--- src/rtl/first_fit_block_allocator_assert.svh ---
`ifndef FIRST_FIT_BLOCK_ALLOCATOR_ASSERT_SVH
`define FIRST_FIT_BLOCK_ALLOCATOR_ASSERT_SVH

// same-cycle implication
`define FFBA_ASSERT_IMPLY(label, clk, rst_n, ante, cons) \
    label: assert property (@(posedge clk) disable iff (!rst_n) (ante) |-> (cons)) \
        else $error("ffba assertion failed");

// next-cycle implication
`define FFBA_ASSERT_NEXT(label, clk, rst_n, ante, cons) \
    label: assert property (@(posedge clk) disable iff (!rst_n) (ante) |=> (cons)) \
        else $error("ffba assertion failed");

`endif

--- src/rtl/ffba_pkg.sv ---
package ffba_pkg;

    localparam int MAX_BLOCKS   = 64;
    localparam int HEADER_BYTES = 24;
    localparam int HEAP_BYTES   = 65536;
    localparam int ADDR_SPACE   = 65536;
    localparam int LIMIT_CAP    = (HEAP_BYTES < ADDR_SPACE) ? HEAP_BYTES : ADDR_SPACE;

    localparam int IDX_W   = $clog2(MAX_BLOCKS);
    localparam int CNT_W   = $clog2(MAX_BLOCKS + 1);
    localparam int ADDR_W  = 16;
    localparam int SIZE_W  = 16;
    localparam int BRK_W   = 17;
    localparam int END_W   = 18;
    localparam int ENTRY_W = ADDR_W + SIZE_W + 1;

    localparam logic CMD_ALLOC = 1'b0;
    localparam logic CMD_FREE  = 1'b1;

    typedef enum logic [2:0] {
        ST_OK      = 3'd0,
        ST_NULL    = 3'd1,
        ST_HEAP    = 3'd2,
        ST_FULL    = 3'd3,
        ST_UNKNOWN = 3'd4
    } status_t;

    typedef struct packed {
        logic                command;
        logic [SIZE_W-1:0]   req_size;
        logic [ADDR_W-1:0]   block_addr;
    } in_item_t;

    typedef struct packed {
        status_t             status;
        logic [ADDR_W-1:0]   payload_addr;
    } out_item_t;

    typedef struct packed {
        logic [ADDR_W-1:0]   blk_start;
        logic [SIZE_W-1:0]   blk_size;
        logic                blk_free;
    } entry_t;

    typedef enum logic [1:0] {
        S_IDLE,
        S_SCAN,
        S_COMMIT
    } state_t;

    typedef struct packed {
        logic load;
        logic scan;
        logic commit;
    } dp_cmd_t;

    typedef struct packed {
        logic scan_done;
        logic out_free;
    } dp_sts_t;

endpackage

--- src/rtl/ffba_ram.sv ---
module ffba_ram #(
    parameter int WIDTH = 8,
    parameter int DEPTH = 16
) (
    input  logic                     clk,
    input  logic                     we,
    input  logic [$clog2(DEPTH)-1:0] waddr,
    input  logic [WIDTH-1:0]         wdata,
    input  logic [$clog2(DEPTH)-1:0] raddr,
    output logic [WIDTH-1:0]         rdata
);

    logic [WIDTH-1:0] mem_reg [DEPTH];
    logic [WIDTH-1:0] rdata_reg;

    always_ff @(posedge clk)
    begin
        if (we)
        begin
            mem_reg[waddr] <= wdata;
        end
        rdata_reg <= mem_reg[raddr];
    end

    assign rdata = rdata_reg;

endmodule

--- src/rtl/ffba_ctrl.sv ---
module ffba_ctrl (
    input  logic             clk,
    input  logic             rst_n,
    input  logic             in_valid,
    output logic             in_ready,
    input  ffba_pkg::dp_sts_t sts,
    output ffba_pkg::dp_cmd_t cmd
);

    ffba_pkg::state_t state_reg;
    ffba_pkg::state_t state_next;

    always_ff @(posedge clk or negedge rst_n)
    begin
        if (!rst_n)
        begin
            state_reg <= ffba_pkg::S_IDLE;
        end
        else
        begin
            state_reg <= state_next;
        end
    end

    always_comb
    begin
        state_next = state_reg;
        in_ready   = 1'b0;
        cmd        = '0;
        unique case (state_reg)
            ffba_pkg::S_IDLE:
            begin
                in_ready = 1'b1;
                if (in_valid)
                begin
                    cmd.load   = 1'b1;
                    state_next = ffba_pkg::S_SCAN;
                end
            end
            ffba_pkg::S_SCAN:
            begin
                cmd.scan = 1'b1;
                if (sts.scan_done)
                begin
                    state_next = ffba_pkg::S_COMMIT;
                end
            end
            ffba_pkg::S_COMMIT:
            begin
                cmd.commit = sts.out_free;
                if (sts.out_free)
                begin
                    state_next = ffba_pkg::S_IDLE;
                end
            end
            default:
            begin
                state_next = ffba_pkg::S_IDLE;
            end
        endcase
    end

endmodule

--- src/rtl/ffba_dp.sv ---
`include "first_fit_block_allocator_assert.svh"

module ffba_dp (
    input  logic                            clk,
    input  logic                            rst_n,
    input  ffba_pkg::in_item_t              in_data,
    output ffba_pkg::out_item_t             out_data,
    output logic                            out_valid,
    input  logic                            out_ready,
    input  logic                            cfg_we,
    input  logic [ffba_pkg::BRK_W-1:0]      cfg_data,
    input  ffba_pkg::dp_cmd_t               cmd,
    output ffba_pkg::dp_sts_t               sts
);

    ffba_pkg::in_item_t                item_reg;
    logic [ffba_pkg::CNT_W-1:0]        issue_idx_reg;
    logic                              pend_reg;
    logic [ffba_pkg::IDX_W-1:0]        chk_idx_reg;
    logic                              found_reg;
    logic [ffba_pkg::IDX_W-1:0]        found_idx_reg;
    ffba_pkg::entry_t                  found_ent_reg;
    logic [ffba_pkg::BRK_W-1:0]        heap_limit_reg;
    logic [ffba_pkg::CNT_W-1:0]        block_count_reg;
    logic [ffba_pkg::CNT_W-1:0]        block_count_next;
    logic [ffba_pkg::BRK_W-1:0]        break_ptr_reg;
    logic [ffba_pkg::BRK_W-1:0]        break_ptr_next;
    logic                              out_valid_reg;
    ffba_pkg::out_item_t               out_reg;
    ffba_pkg::out_item_t               out_next;

    logic [ffba_pkg::ENTRY_W-1:0]      ram_rdata;
    ffba_pkg::entry_t                  rd_ent;
    logic                              ram_we;
    logic [ffba_pkg::IDX_W-1:0]        ram_waddr;
    ffba_pkg::entry_t                  ram_wdata;

    logic                              match;
    logic                              hit;
    logic                              more;
    logic                              out_free;
    logic                              is_null;
    logic [ffba_pkg::END_W-1:0]        end_val;
    logic [ffba_pkg::BRK_W-1:0]        eff_limit;
    logic                              heap_fail;
    logic                              table_full;
    logic                              is_last;
    logic                              append_c;

    ffba_ram #(
        .WIDTH (ffba_pkg::ENTRY_W),
        .DEPTH (ffba_pkg::MAX_BLOCKS)
    ) u_table (
        .clk   (clk),
        .we    (ram_we),
        .waddr (ram_waddr),
        .wdata (ram_wdata),
        .raddr (issue_idx_reg[ffba_pkg::IDX_W-1:0]),
        .rdata (ram_rdata)
    );

    // scan: one read issued per cycle, previous read compared
    assign rd_ent = ffba_pkg::entry_t'(ram_rdata);
    assign match  = (item_reg.command == ffba_pkg::CMD_FREE)
                  ? (rd_ent.blk_start == item_reg.block_addr)
                  : (rd_ent.blk_free && (rd_ent.blk_size >= item_reg.req_size));
    assign hit    = pend_reg && match;
    assign more   = issue_idx_reg < block_count_reg;

    assign out_free = !out_valid_reg || out_ready;
    assign sts      = '{scan_done: hit || !more, out_free: out_free};

    // commit
    assign is_null   = (item_reg.command == ffba_pkg::CMD_FREE)
                     ? (item_reg.block_addr == '0) : (item_reg.req_size == '0);
    assign end_val   = ffba_pkg::END_W'(break_ptr_reg)
                     + ffba_pkg::END_W'(ffba_pkg::HEADER_BYTES)
                     + ffba_pkg::END_W'(item_reg.req_size);
    assign eff_limit = (heap_limit_reg > ffba_pkg::BRK_W'(ffba_pkg::LIMIT_CAP))
                     ? ffba_pkg::BRK_W'(ffba_pkg::LIMIT_CAP) : heap_limit_reg;
    assign heap_fail = end_val > ffba_pkg::END_W'(eff_limit);
    assign table_full = block_count_reg >= ffba_pkg::CNT_W'(ffba_pkg::MAX_BLOCKS);
    assign is_last   = (ffba_pkg::CNT_W'(found_idx_reg) + ffba_pkg::CNT_W'(1))
                     == block_count_reg;
    assign append_c  = cmd.commit && !is_null && (item_reg.command == ffba_pkg::CMD_ALLOC)
                     && !found_reg && !heap_fail && !table_full;

    always_comb
    begin
        out_next         = '{status: ffba_pkg::ST_OK, payload_addr: '0};
        ram_we           = 1'b0;
        ram_waddr        = found_idx_reg;
        ram_wdata        = found_ent_reg;
        block_count_next = block_count_reg;
        break_ptr_next   = break_ptr_reg;
        priority if (is_null)
        begin
            out_next.status = ffba_pkg::ST_NULL;
        end
        else if (item_reg.command == ffba_pkg::CMD_FREE)
        begin
            if (!found_reg)
            begin
                out_next.status = ffba_pkg::ST_UNKNOWN;
            end
            else if (is_last)
            begin
                block_count_next = ffba_pkg::CNT_W'(found_idx_reg);
                break_ptr_next   =
                    (found_ent_reg.blk_start >= ffba_pkg::ADDR_W'(ffba_pkg::HEADER_BYTES))
                    ? ffba_pkg::BRK_W'(found_ent_reg.blk_start
                                       - ffba_pkg::ADDR_W'(ffba_pkg::HEADER_BYTES))
                    : '0;
            end
            else
            begin
                ram_we             = cmd.commit;
                ram_wdata.blk_free = 1'b1;
            end
        end
        else
        begin
            if (found_reg)
            begin
                ram_we                = cmd.commit;
                ram_wdata.blk_free    = 1'b0;
                out_next.payload_addr = found_ent_reg.blk_start;
            end
            else if (heap_fail)
            begin
                out_next.status = ffba_pkg::ST_HEAP;
            end
            else if (table_full)
            begin
                out_next.status = ffba_pkg::ST_FULL;
            end
            else
            begin
                ram_we              = cmd.commit;
                ram_waddr           = block_count_reg[ffba_pkg::IDX_W-1:0];
                ram_wdata.blk_start = ffba_pkg::ADDR_W'(break_ptr_reg
                                      + ffba_pkg::BRK_W'(ffba_pkg::HEADER_BYTES));
                ram_wdata.blk_size  = item_reg.req_size;
                ram_wdata.blk_free  = 1'b0;
                block_count_next    = block_count_reg + ffba_pkg::CNT_W'(1);
                break_ptr_next      = end_val[ffba_pkg::BRK_W-1:0];
                out_next.payload_addr = ram_wdata.blk_start;
            end
        end
    end

    always_ff @(posedge clk or negedge rst_n)
    begin
        if (!rst_n)
        begin
            heap_limit_reg  <= ffba_pkg::BRK_W'(65536);
            block_count_reg <= '0;
            break_ptr_reg   <= '0;
            out_valid_reg   <= 1'b0;
            issue_idx_reg   <= '0;
            pend_reg        <= 1'b0;
            found_reg       <= 1'b0;
        end
        else
        begin
            if (cfg_we)
            begin
                heap_limit_reg <= cfg_data;
            end
            if (cmd.load)
            begin
                issue_idx_reg <= '0;
                pend_reg      <= 1'b0;
            end
            else if (cmd.scan)
            begin
                pend_reg  <= more && !hit;
                found_reg <= hit;
                if (more)
                begin
                    issue_idx_reg <= issue_idx_reg + ffba_pkg::CNT_W'(1);
                end
            end
            if (cmd.commit)
            begin
                block_count_reg <= block_count_next;
                break_ptr_reg   <= break_ptr_next;
                out_valid_reg   <= 1'b1;
            end
            else if (out_ready)
            begin
                out_valid_reg <= 1'b0;
            end
        end
    end

    always_ff @(posedge clk)
    begin
        if (cmd.load)
        begin
            item_reg <= in_data;
        end
        if (cmd.scan)
        begin
            chk_idx_reg   <= issue_idx_reg[ffba_pkg::IDX_W-1:0];
            found_idx_reg <= chk_idx_reg;
            found_ent_reg <= rd_ent;
        end
        if (cmd.commit)
        begin
            out_reg <= out_next;
        end
    end

    assign out_valid = out_valid_reg;
    assign out_data  = out_reg;

    `FFBA_ASSERT_IMPLY(a_count_bound, clk, rst_n, 1'b1,
        block_count_reg <= ffba_pkg::CNT_W'(ffba_pkg::MAX_BLOCKS))
    `FFBA_ASSERT_IMPLY(a_break_bound, clk, rst_n, 1'b1,
        break_ptr_reg <= ffba_pkg::BRK_W'(ffba_pkg::LIMIT_CAP))
    `FFBA_ASSERT_IMPLY(a_pend_in_table, clk, rst_n, pend_reg,
        ffba_pkg::CNT_W'(chk_idx_reg) < block_count_reg)
    `FFBA_ASSERT_NEXT(a_append_grows, clk, rst_n, append_c,
        block_count_reg == $past(block_count_reg) + ffba_pkg::CNT_W'(1))

endmodule

--- src/rtl/first_fit_block_allocator.sv ---
// First-fit block allocator. Each item on the input channel is an allocate
// or a free command and yields exactly one result item. With N blocks in
// the table (up to 64), a search that finds nothing reads all N entries,
// while a search that hits the entry at index k stops early. The table
// sits in a RAM with one write port and one registered read port, and the
// first-fit search or address lookup walks it one entry per cycle,
// followed by a commit that waits until the output register is free. One
// item is in work at a time; the next is taken as soon as the previous one
// has been committed to the output register, even if that result is not yet
// taken. The table needs no clearing after reset. The user must write
// heap_limit through cfg_we/cfg_data only while the block is idle; the
// block itself does not enforce this.
module first_fit_block_allocator (
    input  logic                        clk,
    input  logic                        rst_n,
    input  logic                        in_valid,
    output logic                        in_ready,
    input  ffba_pkg::in_item_t          in_data,
    output logic                        out_valid,
    input  logic                        out_ready,
    output ffba_pkg::out_item_t         out_data,
    input  logic                        cfg_we,
    input  logic [ffba_pkg::BRK_W-1:0]  cfg_data
);

    ffba_pkg::dp_cmd_t cmd;
    ffba_pkg::dp_sts_t sts;

    ffba_ctrl u_ctrl (
        .clk      (clk),
        .rst_n    (rst_n),
        .in_valid (in_valid),
        .in_ready (in_ready),
        .sts      (sts),
        .cmd      (cmd)
    );

    ffba_dp u_dp (
        .clk       (clk),
        .rst_n     (rst_n),
        .in_data   (in_data),
        .out_data  (out_data),
        .out_valid (out_valid),
        .out_ready (out_ready),
        .cfg_we    (cfg_we),
        .cfg_data  (cfg_data),
        .cmd       (cmd),
        .sts       (sts)
    );

endmodule
--- config.mk ---
export PLATFORM = sky130hd
export DESIGN_NAME = first_fit_block_allocator
export DESIGN_NICKNAME = d
export VERILOG_FILES = /design/src/rtl/ffba_pkg.sv /design/src/rtl/ffba_ram.sv /design/src/rtl/ffba_ctrl.sv /design/src/rtl/ffba_dp.sv /design/src/rtl/first_fit_block_allocator.sv
export VERILOG_INCLUDE_DIRS = /design/src /design/src/rtl
export SDC_FILE = /design/constraint.sdc
export NUM_CORES = 2
export LEC_CHECK = 0
export ABC_CLOCK_PERIOD_IN_PS = 12800
export BUFFER_PORTS_ARGS = -buffer_cell sky130_fd_sc_hd__buf_2
export CAP_MARGIN = 30
export CORE_ASPECT_RATIO = 0.9
export CORE_MARGIN = 2
export CORE_UTILIZATION = 50
export CTS_CLUSTER_DIAMETER = 100
export DETAILED_ROUTE_END_ITERATION = 8
export PLACE_DENSITY = 0.71
export SYNTH_ARGS = -nofsm -noshare
export SYNTH_HDL_FRONTEND = slang
export SYNTH_SLANG_ARGS = --single-unit
--- constraint.sdc ---
create_clock -name clk -period 12.8 [get_ports clk]
set_input_delay 1.92 -clock clk [delete_from_list [all_inputs] [get_ports clk]]
set_output_delay 1.92 -clock clk [all_outputs]
set_load 0.005 [all_outputs]
==> metrics.cfg <==
[run_status]
status = completed

[cells_and_area]
drive_above_1_share_pct = 30.5
fin_util_pct = 56.7
largest_reg_flops = 2112
fin_nets = 4342
fin_area_mm2 = 0.101
area_growth_pct = 12.7
fill_cells = 12800

[clocking]
postCtsHoldBufs = 0
cts_tree = built
clkLatencyLatePin_ns = 0.86
cts_buffers = 212
clock-sinks = 2295
cts.repair.resized = 0
cts_root_buf = clkbuf_16
h-tree-depth = 4
postCtsSetupBuffers = 0
path_clk_slew_ns = 0.07
clock_path_buffers = 3

[setup_path]
path_class = register to register
worstPathRequired_ns = 13.27
worst_setup_path_start_kind = register
crit_fanout = 21
arrival_ns = 8.01
cp-end-kind = register

[grt]
overflow = 0
antenna_found_initial = 18
grtUsageTotal_pct = 23.3
grt_pass1_vias = 42400
grt_max_degree = 112
grt_pass1_wl_mm = 306

[logic_synthesis]
ys_ff_latch = 2295
synth.most_common_cell = edfxtp_1
syn_inst = 3971
postSynthAreaPerCell_um2 = 22.6
ys_top_cells_by_count = edfxtp_1, mux4_2, clkbuf_1
synth_top_area_cell = edfxtp_1
synth_edf_count = 2209
synth.top_cell.area_share_pct = 73.8
netlist_top_cells_area = edfxtp_1, mux4_2, dfrtp_1
synthesis.nets = 4104
syn-cell-area_mm2 = 0.0898
yosysWarningCount = 0
postSynth.asyncResetShare_pct = 2.31
yosys.cell_types.count = 77
ys_seq_area_share_pct = 76.0
dominantRegCellSynth = edfxtp_1

[detailed_routing]
drt_iter0_markers = 5727
drc = 0
vias_per_cell = 6.34
drt_pre_antenna_iters = 6
routedWlPerCell_um = 31.4
routed_wl_mm = 212
ant_nets = 0
vias = 43000

[placed_design]
gp_congestion = 0.898
place.detailed.hpwl_mm = 125
port_buffers = 75
post_dp_cell_area_mm2 = 0.0944

[power]
leakage_nw = 31.4
p_seq_share_pct = 45.9
swShare_pct = 33.2
peakVddDrop_v = 0.000289
p_int_w = 0.0171
pwr-share-clk_pct = 24.0
switchingPower_w = 0.00851
power_density_mw_per_mm2 = 253
comb_power_share_pct = 30.1

[timing]
final.setup.tns_ns = 0
hold_violations = 0
hold_slack_ns = 0.415
fmaxAchievable_mhz = 133
timing.final.max_slew_violations = 0
min_period_ns = 7.54
timing.final.crit_share_pct = 58.9
skew_ns = 0.0514
tightest_slew_ns = 0.965
finalSetupViolations = 0
max_slew_margin_pct = 35.6
rsz0062_at_grt = no

[floorplan]
die_w_um = 451
fp.dieArea_mm2 = 0.183
io_pins = 76
coreArea_mm2 = 0.178
die_h_um = 406
row_count = 147
initial_core_util_pct = 50.4

[run]
max_cap_violations = 0

[min_path]
hp-class = register to register

-- per-layer routing --
metal	part of all wire (%)	up-vias	track usage, %
met2	48	2329	36.3
met1	40	23000	34.0
met4	1.9	8	5.00
met5	0.075	-	0.530
li1	-	17300	-
met3	10	324	5.41
-- critical path, cell delays in order (launching register included) --
cell	delay, ns
edfxtp_1	0.43
ha_1	0.31
ha_1	0.22
fa_1	0.49
a211oi_1	0.28
o21ai_1	0.23
a2111oi_4	0.40
nor2_1	0.13
a21oi_1	0.26
inv_1	0.07
a21oi_1	0.17
xnor2_1	0.08
ha_1	0.30
nand3_1	0.10
nor4_1	0.37
a41o_1	0.23
a31oi_1	0.15
or4_1	0.91
nor2_2	0.60
a2bb2oi_2	0.11
buf_4	0.26
nor2_4	0.52
buf_4	0.49
-- final timing paths --
kind                                           from                     endpoint  slack [ns]  depth (start not counted)
worst max-delay path              u_dp.item_reg[17]  u_dp.u_table.mem_reg[12][3]        5.26                         22
worst min-delay path            u_dp.chk_idx_reg[2]        u_dp.found_idx_reg[2]        0.41                          0
worst max register to register    u_dp.item_reg[17]  u_dp.u_table.mem_reg[12][3]        5.26                         22
worst min register to register  u_dp.chk_idx_reg[2]        u_dp.found_idx_reg[2]        0.41                          0
max in group asynchronous                     rst_n        u_dp.issue_idx_reg[2]       10.91                          2
min in group asynchronous                     rst_n       u_dp.heap_limit_reg[6]        1.22                          2
-- cells by family (layout without fill, tap and decap cells) --
group                      Yosys count  after routing  share of synthesized area (%)
and+or+nand+nor                    363            363                           1.93
buffers and inverters              240            656                           1.01
adders and majority gates           78             78                           1.09
xor gates and xnor gates            57             57                          0.556
other                                0              2                              0
muxes                              717            717                           17.7
DFF                               2295           2295                           76.0
AOI/OAI and AO/OA                  221            221                           1.69
-- layout by cell type (no fill, tap or decap), types with 39 or more instances in the layout --
| cell type | instances |
|---|---|
| nor2_4 | 64 |
| buf_4 | 129 |
| clkinv_1 | 45 |
| clkbuf_16 | 215 |
| edfxtp_1 | 2209 |
| nand2_1 | 98 |
| nor2_1 | 57 |
| mux4_2 | 693 |
| clkbuf_1 | 55 |
| inv_1 | 42 |
| dfrtp_1 | 46 |
| a21o_1 | 39 |
| a21oi_1 | 40 |
| ha_1 | 77 |
| buf_2 | 77 |
-- layout make-up --
type	count	area, um^2	area share (%)
diodes	2	5.00	0.00494
multi-input cells	1436	21300	21.1
clock buffers	277	5680	5.61
inverters	45	169	0.167
repair buffers	219	1640	1.62
well taps	2384	2980	2.95
flip-flops and latches	2295	68300	67.5
clock inverters	115	1080	1.07
-- power by group through the flow --
| stage | logic [W] | clock network (W) | registers (W) |
|---|---|---|---|
| final | 0.00771 | 0.00616 | 0.0118 |
| after detailed placement | 0.00766 | 0 | 0.0119 |
| after floorplan | 0.00447 | 0 | 0.0119 |
| after global routing | 0.00827 | 0.00654 | 0.0118 |
| after global placement | 0.00740 | 0 | 0.0119 |
| after CTS | 0.00767 | 0.00624 | 0.0117 |
-- stage by stage --
step | setup WS (ns) | total power [W] | instances
2_1_floorplan | 4.91 | 0.0164 | 3971
3_3_place_gp | 5.26 | 0.0193 | 6369
3_5_place_dp | 5.34 | 0.0196 | 6376
4_1_cts | 5.25 | 0.0257 | 6768
5_1_grt | 4.92 | 0.0266 | 6771
6_report | 5.26 | 0.0256 | 6773
Power figures use the tool's default switching activity.
